$ cat src/hdl/tarca_pkg.sv
// shared types and constants of the three-axis read-and-clear averager
// used by tarca_div and three_axis_read_clear_averager; depends on nothing

package tarca_pkg;

   // field widths
   localparam int SAMPLE_W = 16;
   localparam int COUNT_W  = 16;
   localparam int FRAC_W   = 8;
   localparam int SUM_W    = 32;
   localparam int AVG_W    = 24;
   localparam int AXES     = 3;
   localparam int AXIS_W   = 2;

   // divider sizes: dividend is the sum magnitude scaled by the fraction bits
   localparam int DVD_W = SUM_W + FRAC_W;
   localparam int QUO_W = DVD_W - COUNT_W;
   localparam int STEP_W = $clog2(QUO_W + 1);

   // beat widths
   localparam int REQ_DATA_W = 3 * SAMPLE_W;
   localparam int RSP_DATA_W = ((3 * AVG_W + COUNT_W + 1 + 7) / 8) * 8;

   // item kinds
   localparam logic KIND_SAMPLE = 1'b0;
   localparam logic KIND_READ   = 1'b1;

   typedef enum logic [1:0] {
      ST_IDLE,
      ST_LOAD,
      ST_DIVIDE,
      ST_HOLD
   } state_type;

   typedef struct packed {
      logic                 start;
      logic [DVD_W-1:0]     dividend;
      logic [COUNT_W-1:0]   divisor;
   } div_req_type;

   typedef struct packed {
      logic                 done;
      logic [QUO_W-1:0]     quotient;
   } div_rsp_type;

endpackage

$ cat src/hdl/three_axis_read_clear_averager.sv
// top level of the three-axis read-and-clear averager
// depends on tarca_pkg and instantiates the shared divider tarca_div

// A sample beat (req_tuser low) adds x, y and z to three 32-bit running sums and
// bumps a 16-bit count; once the count is full further samples are dropped and
// flagged. A read beat (req_tuser high) returns each mean as sum * 256 / count
// with 8 fraction bits, truncated toward zero (zero when no samples were taken),
// with the count and the overflow flag, then clears all. During a read the three
// means go one after another through one restoring divider that yields one
// quotient bit per cycle over 24 steps, each after a load state. The request side
// is not ready during a read. The result sits in an output register, so the next
// beat is taken while it waits; a second read then waits before its final hand-off.

module three_axis_read_clear_averager (
   input  logic                              clock,
   input  logic                              reset,
   input  logic                              req_tvalid,
   output logic                              req_tready,
   // sample_x, sample_y, sample_z
   input  logic [tarca_pkg::REQ_DATA_W-1:0]  req_tdata,
   // kind
   input  logic                              req_tuser,
   output logic                              rsp_tvalid,
   input  logic                              rsp_tready,
   // avg_x, avg_y, avg_z, samples_averaged, overflow_seen, zero padding
   output logic [tarca_pkg::RSP_DATA_W-1:0]  rsp_tdata
);
   import tarca_pkg::*;

   state_type           state_ff, state_in;
   logic [AXIS_W-1:0]   axis_ff, axis_in;
   logic [SUM_W-1:0]    sum_ff [AXES];
   logic [COUNT_W-1:0]  count_ff;
   logic                ovf_ff;
   logic [AVG_W-1:0]    avg_ff [AXES];
   logic                rsp_valid_ff;
   logic [RSP_DATA_W-1:0] rsp_data_ff;

   div_req_type         div_req;
   div_rsp_type         div_rsp;

   logic                req_take;
   logic                take_sample;
   logic                take_read;
   logic                last_axis;
   logic                rsp_free;
   logic                out_load;
   logic                avg_store;
   logic                div_start;
   logic [SUM_W-1:0]    cur_sum;
   logic                cur_neg;
   logic [SUM_W-1:0]    cur_mag;
   logic [AVG_W-1:0]    cur_mean;
   logic [AVG_W-1:0]    final_avg [AXES];

   assign req_take    = req_tvalid & req_tready;
   assign take_sample = req_take & (req_tuser == KIND_SAMPLE);
   assign take_read   = req_take & (req_tuser == KIND_READ);
   assign last_axis   = (axis_ff == AXIS_W'(AXES - 1));
   assign rsp_free    = ~rsp_valid_ff | rsp_tready;

   // next state
   always_comb begin
      state_in = state_ff;
      unique case (state_ff)
         ST_IDLE:   if (take_read) state_in = ST_LOAD;
         ST_LOAD:   state_in = ST_DIVIDE;
         ST_DIVIDE: begin
            if (div_rsp.done) begin
               if (!last_axis)    state_in = ST_LOAD;
               else if (rsp_free) state_in = ST_IDLE;
               else               state_in = ST_HOLD;
            end
         end
         ST_HOLD:   if (rsp_free) state_in = ST_IDLE;
         default:   state_in = ST_IDLE;
      endcase
   end

   // sequencer outputs
   always_comb begin
      req_tready = 1'b0;
      div_start  = 1'b0;
      avg_store  = 1'b0;
      out_load   = 1'b0;
      axis_in    = axis_ff;
      unique case (state_ff)
         ST_IDLE: begin
            req_tready = 1'b1;
            axis_in    = '0;
         end
         ST_LOAD:   div_start = 1'b1;
         ST_DIVIDE: begin
            if (div_rsp.done) begin
               avg_store = 1'b1;
               if (!last_axis) axis_in = axis_ff + 1'b1;
               else            out_load = rsp_free;
            end
         end
         ST_HOLD:   out_load = rsp_free;
         default:   req_tready = 1'b0;
      endcase
   end

   // operand selection for the axis in work
   assign cur_sum = sum_ff[axis_ff];
   assign cur_neg = cur_sum[SUM_W-1];
   assign cur_mag = cur_neg ? (~cur_sum + 1'b1) : cur_sum;
   assign div_req = {div_start, cur_mag, {FRAC_W{1'b0}}, count_ff};

   // sign restore and empty-count case
   always_comb begin
      if (count_ff == '0)
         cur_mean = '0;
      else if (cur_neg)
         cur_mean = ~div_rsp.quotient[AVG_W-1:0] + 1'b1;
      else
         cur_mean = div_rsp.quotient[AVG_W-1:0];
   end

   // the last axis comes straight from the divider when the slot is free
   always_comb begin
      for (int a = 0; a < AXES; a++) final_avg[a] = avg_ff[a];
      if (state_ff == ST_DIVIDE) final_avg[AXES-1] = cur_mean;
   end

   tarca_div u_div (
      .clock   (clock),
      .reset   (reset),
      .div_req (div_req),
      .div_rsp (div_rsp)
   );

   // control registers
   always_ff @(posedge clock) begin
      if (reset) begin
         state_ff     <= ST_IDLE;
         axis_ff      <= '0;
         rsp_valid_ff <= 1'b0;
      end else begin
         state_ff <= state_in;
         axis_ff  <= axis_in;
         if (out_load)        rsp_valid_ff <= 1'b1;
         else if (rsp_tready) rsp_valid_ff <= 1'b0;
      end
   end

   // running sums, count and overflow flag
   always_ff @(posedge clock) begin
      if (reset) begin
         for (int a = 0; a < AXES; a++) sum_ff[a] <= '0;
         count_ff <= '0;
         ovf_ff   <= 1'b0;
      end else if (out_load) begin
         for (int a = 0; a < AXES; a++) sum_ff[a] <= '0;
         count_ff <= '0;
         ovf_ff   <= 1'b0;
      end else if (take_sample) begin
         if (count_ff == '1) begin
            ovf_ff <= 1'b1;
         end else begin
            for (int a = 0; a < AXES; a++) begin
               sum_ff[a] <= sum_ff[a]
                  + SUM_W'(signed'(req_tdata[a*SAMPLE_W +: SAMPLE_W]));
            end
            count_ff <= count_ff + 1'b1;
         end
      end
   end

   // per-axis means as they come out of the divider
   always_ff @(posedge clock) begin
      if (avg_store) avg_ff[axis_ff] <= cur_mean;
   end

   // output register
   always_ff @(posedge clock) begin
      if (out_load) begin
         rsp_data_ff <= RSP_DATA_W'({ovf_ff, count_ff,
                                     final_avg[2], final_avg[1], final_avg[0]});
      end
   end

   assign rsp_tvalid = rsp_valid_ff;
   assign rsp_tdata  = rsp_data_ff;

endmodule

$ cat src/hdl/tarca_div.sv
// shared restoring divider, one quotient bit per cycle
// depends on tarca_pkg for widths and the request and response structs

module tarca_div (
   input  logic                   clock,
   input  logic                   reset,
   input  tarca_pkg::div_req_type div_req,
   output tarca_pkg::div_rsp_type div_rsp
);
   import tarca_pkg::*;

   logic                busy_ff, busy_in;
   logic                done_ff, done_in;
   logic [STEP_W-1:0]   step_ff, step_in;
   logic [COUNT_W-1:0]  rem_ff, rem_in;
   logic [QUO_W-1:0]    shf_ff, shf_in;
   logic [COUNT_W-1:0]  dvs_ff, dvs_in;
   logic [COUNT_W+1:0]  diff;
   logic                ge;

   // trial subtract of the divisor from the shifted partial remainder
   assign diff = {1'b0, rem_ff, shf_ff[QUO_W-1]} - {2'b00, dvs_ff};
   assign ge   = ~diff[COUNT_W+1];

   // next values of the iteration
   always_comb begin
      busy_in = busy_ff;
      done_in = 1'b0;
      step_in = step_ff;
      rem_in  = rem_ff;
      shf_in  = shf_ff;
      dvs_in  = dvs_ff;
      if (div_req.start) begin
         busy_in = 1'b1;
         step_in = '0;
         rem_in  = div_req.dividend[DVD_W-1 -: COUNT_W];
         shf_in  = div_req.dividend[QUO_W-1:0];
         dvs_in  = div_req.divisor;
      end else if (busy_ff) begin
         rem_in  = ge ? diff[COUNT_W-1:0] : {rem_ff[COUNT_W-2:0], shf_ff[QUO_W-1]};
         shf_in  = {shf_ff[QUO_W-2:0], ge};
         step_in = step_ff + 1'b1;
         if (step_ff == STEP_W'(QUO_W - 1)) begin
            busy_in = 1'b0;
            done_in = 1'b1;
         end
      end
   end

   // control registers
   always_ff @(posedge clock) begin
      if (reset) begin
         busy_ff <= 1'b0;
         done_ff <= 1'b0;
         step_ff <= '0;
      end else begin
         busy_ff <= busy_in;
         done_ff <= done_in;
         step_ff <= step_in;
      end
   end

   // datapath registers
   always_ff @(posedge clock) begin
      rem_ff <= rem_in;
      shf_ff <= shf_in;
      dvs_ff <= dvs_in;
   end

   assign div_rsp.done     = done_ff;
   assign div_rsp.quotient = shf_ff;

endmodule

$ cat config.mk
export PLATFORM = sky130hd
export DESIGN_NAME = three_axis_read_clear_averager
export DESIGN_NICKNAME = d
export VERILOG_FILES = /design/src/hdl/tarca_pkg.sv /design/src/hdl/three_axis_read_clear_averager.sv /design/src/hdl/tarca_div.sv
export SDC_FILE = /design/constraint.sdc
export NUM_CORES = 1
export LEC_CHECK = 0
export ABC_AREA = 1
export BUFFER_PORTS_ARGS = -buffer_cell sky130_fd_sc_hd__buf_2
export CAP_MARGIN = 25
export CORE_MARGIN = 8
export CORE_UTILIZATION = 30
export DETAILED_ROUTE_END_ITERATION = 10
export PLACE_DENSITY = 0.45
export SLEW_MARGIN = 40
export SYNTH_ARGS = -nofsm -noshare
export SYNTH_HDL_FRONTEND = slang
export SYNTH_SLANG_ARGS = --single-unit
$ cat constraint.sdc
create_clock -name clock -period 6.35 [get_ports clock]
set_input_delay 0.3175 -clock clock [delete_from_list [all_inputs] [get_ports clock]]
set_output_delay 0.3175 -clock clock [all_outputs]
set_load 0.01 [all_outputs]
==> parameters.txt <==
Parameter                              Value

Logic synthesis
  Portion of synthesized cell area occupied by the leading cell type ... 0.420
  Seq/Total Area, Yosys ... 0.455
  Post-synth top area cell ... edfxtp_1
  Cell count after synthesis ... 2,719
  Top cells by area in the synthesized netlist ... edfxtp_1, nand2_1, ha_1
  Number of unique standard cell types used by synthesis ... 55
  Total number of yosys warnings ... 0
  Share of flip-flops with an asynchronous set or reset ... 0
  Main synth FF type ... edfxtp_1
  Number of synthesized register bits ... 344
  Synthesized cell area ... roughly 22,000 um^2
  Mapped Avg Cell Area ... 8.03 um^2
  Number of synthesized flops with an enable pin ... 305

GRT
  First-pass GRT wire length ... 108 mm
  Total GRT Usage ... 0.167
  Largest net degree at the start of global routing ... 63
  Aggregate global routing overflow ... 0
  Number of antenna violations at the first check in global routing ... 4
  Vias in the first global route ... 18,400

Route
  Routed WL ... 69.6 mm
  Initial DRT Pass Iterations ... 5
  Antenna-violating nets left ... 0
  Overall via count from detail_route ... roughly 19,000
  Residual DRC count ... 0
  Routed len/inst ... 18.0 um
  Detailed router's first-iteration violation count ... 1,314
  Vias per cell ... 4.92

Worst setup path
  Max stage delay on crit path ... 500 ps
  Worst EP arrival ... 3510 ps
  Dominant cell type by count on the critical path ... nor2_1
  Crit path cell chain ... inv_4, nor2_1, nor2_1, nand2_1, nand2_2, buf_4, inv_2, o21ai_1, nand2_1, nor2_1, inv_1, o21ai_1
  Total buffers and inverters traversed by the critical path ... 4
  Worst path slowest cell ... dfxtp_2
  Nature of the critical path endpoint ... flop
  CP max FO ... 51
  Data required time at the worst endpoint ... 6780 ps
  Kind of cell with the highest combined delay on the critical path ... buffers and inverters
  Critical path class ... flop to flop
  Element type at the critical path start ... flop

Power and ir drop
  Cell-internal power ... between 5 and 6 mW
  Switching power of the nets ... 3.59 mW
  Clk network pwr share ... 0.295
  Worst supply voltage drop on vdd ... 0.172 mV
  Net switching share of the total power ... 0.397
  Total power per unit cell area ... around 360 nW/um^2
  Leakage power of the design ... ~11 nW
  Comb pwr share ... 0.368
  Sequential fraction of design power ... 0.336

Flow run
  Max Cap Violations ... 0

Clock network
  Hold-fix buffer count after cts ... 0
  Clock-pin slew on the worst setup and hold paths ... 60 ps
  Post-CTS Resized ... 0
  CTS root buf ... clkbuf_16
  CTS tree ... built
  Clock sink count ... approximately 340
  CTS Buf Count ... 44
  Number of buffers between clock root and the deepest sink ... 3
  Clock insertion delay at the later pin of the skew report ... 600 ps
  H-Tree Depth ... 2
  Setup repair bufs after CTS ... 0

Cells and area
  Most common cell after layout, fill and taps aside ... nand2_1
  Post-route cell area ... 25,100 um^2
  Area added between synthesis and finish ... 15.1%
  Fill cell instance count of the final layout ... roughly 7,600
  Share of the core filled with cells ... 0.347
  Highest-count cells in the layout ignoring fill and taps ... nand2_1, nor2_1, edfxtp_1
  Fraction of final layout cells with drive strength greater than 1 ... 0.106
  Final #Nets ... between 3,000 and 4,000

Timing
  Peak Freq ... 325 MHz
  Final Hold Fails ... 0
  Clk_skew ... 44.9 ps
  Post-route setup slack ... 3270 ps
  Actual slew at the worst max-slew pin ... slightly below 800 ps
  Period minus WS final ... 3080 ps
  Worst max-slew margin expressed relative to the limit ... 0.471
  Final setup violation count ... 0
  RSZ-0062 raised after global routing ... false
  Final count of pins violating max slew ... 0
  Setup Total Neg Slack ... 0 ps
  Final clock period utilization by the worst path ... 0.485

Floorplan
  Vertical extent of the die ... 286 um
  Core area ... between 70,000 and 80,000 um^2
  Floorplan row count ... between 90 and 100
  Die Span X ... around 290 um
  Count of pins on the block boundary ... about 150
  Initial core utilization ... 0.301
  Area enclosed by the die boundary ... 81,600 um^2

Placement
  Pre-CTS setup slack ... 3230 ps
  Number of I/O port buffers ... 143
  Detailed placement HPWL ... 54.3 mm
  Gpl congestion ... 0.889
  Cell Area, Placed ... around 24,000 um^2

Hold path
  Min-delay worst type ... primary input to flop

Run status
  Status ... completed
## final cells by class
class,instances,area [um^2],area share
Tap cell,959,1200,0.0478
Timing Repair Buffer,159,836,0.0333
Clock inverter,33,430,0.0171
Inverter,283,1070,0.0425
Multi-Input combinational cell,2034,10500,0.419
Antenna cell,1,2.50,0.0000996
Clock buffer,49,1130,0.0450
Sequential cell,344,9940,0.396
## per-layer routing
metal | part of all wire | GRT usage
met5 | 0.00057 | 0
met4 | 0.028 | 0.0475
met3 | 0.053 | 0.0305
met2 | 0.47 | 0.278
met1 | 0.45 | 0.220
## synthesized netlist by cell type, types with 11 or more instances
master / n
nor2_1: 306
o21ai_0: 178
or2_1: 22
edfxtp_1: 305
dfxtp_1: 39
nand3_1: 185
nand4_1: 30
nand2_2: 21
inv_1: 272
clkbuf_1: 21
o21bai_1: 14
nor4_1: 14
o22ai_1: 16
o21ai_1: 15
a21o_1: 19
nand2_1: 700
ha_1: 117
buf_4: 14
a21oi_1: 223
xor2_1: 21
nor2_2: 11
buf_2: 20
nor3_1: 38
## stage by stage
stage,power (mW),std cells,hold slack (ps)
final,9.04,3862,123
after global routing,9.69,3861,107
after CTS,9.14,3861,90.8
after detailed placement,6.41,3779,430
after global placement,6.40,3779,436
after floorplan,5.45,2725,409
## sequential cells by signal, summed over array words and instances (netlist names), 5 cells and up, named ones only
register	count
rsp_tdata	89
u_div.rem_ff	16
u_div.dvs_ff	16
sum_ff	96
u_div.step_ff	5
u_div.shf_ff	24
avg_ff	72
count_ff	16
## power by group through the flow
stage	Sequential, mW	Clock [mW]	Combinational, mW
floorplan	2.97	0	2.48
global placement	3.09	0	3.31
detailed placement	3.09	0	3.32
CTS	3.05	2.75	3.34
global route	3.07	2.84	3.78
finish	3.04	2.67	3.33
## path summary, 6_finish.rpt
path / from / to / slack [ps] / cells after the start
worst max-delay path: flop / rsp_tdata[29]$_DFFE_PP_ / 3270 / 12
worst min-delay path: reset / u_div.busy_ff$_SDFF_PP0_ / 120 / 2
worst max register to register: flop / rsp_tdata[29]$_DFFE_PP_ / 3270 / 12
worst min register to register: ovf_ff$_SDFFE_PP0P_ / rsp_tdata[88]$_DFFE_PP_ / 440 / 0
## logic make-up (layout without fill, tap and decap cells)
kind of cell               after synthesis  count (layout)  share of synthesized area
adders and majority gates              121             121                     0.0707
buffers and inverters                  347             524                     0.0661
DFF                                    344             344                      0.455
xor gates and xnor gates                31              31                     0.0124
and+or+nand+nor                       1372            1372                      0.270
AOI/OAI and AO/OA                      503             503                      0.125
other                                    1               8                   0.000172
No activity file was read; power rests on OpenSTA's default activity.
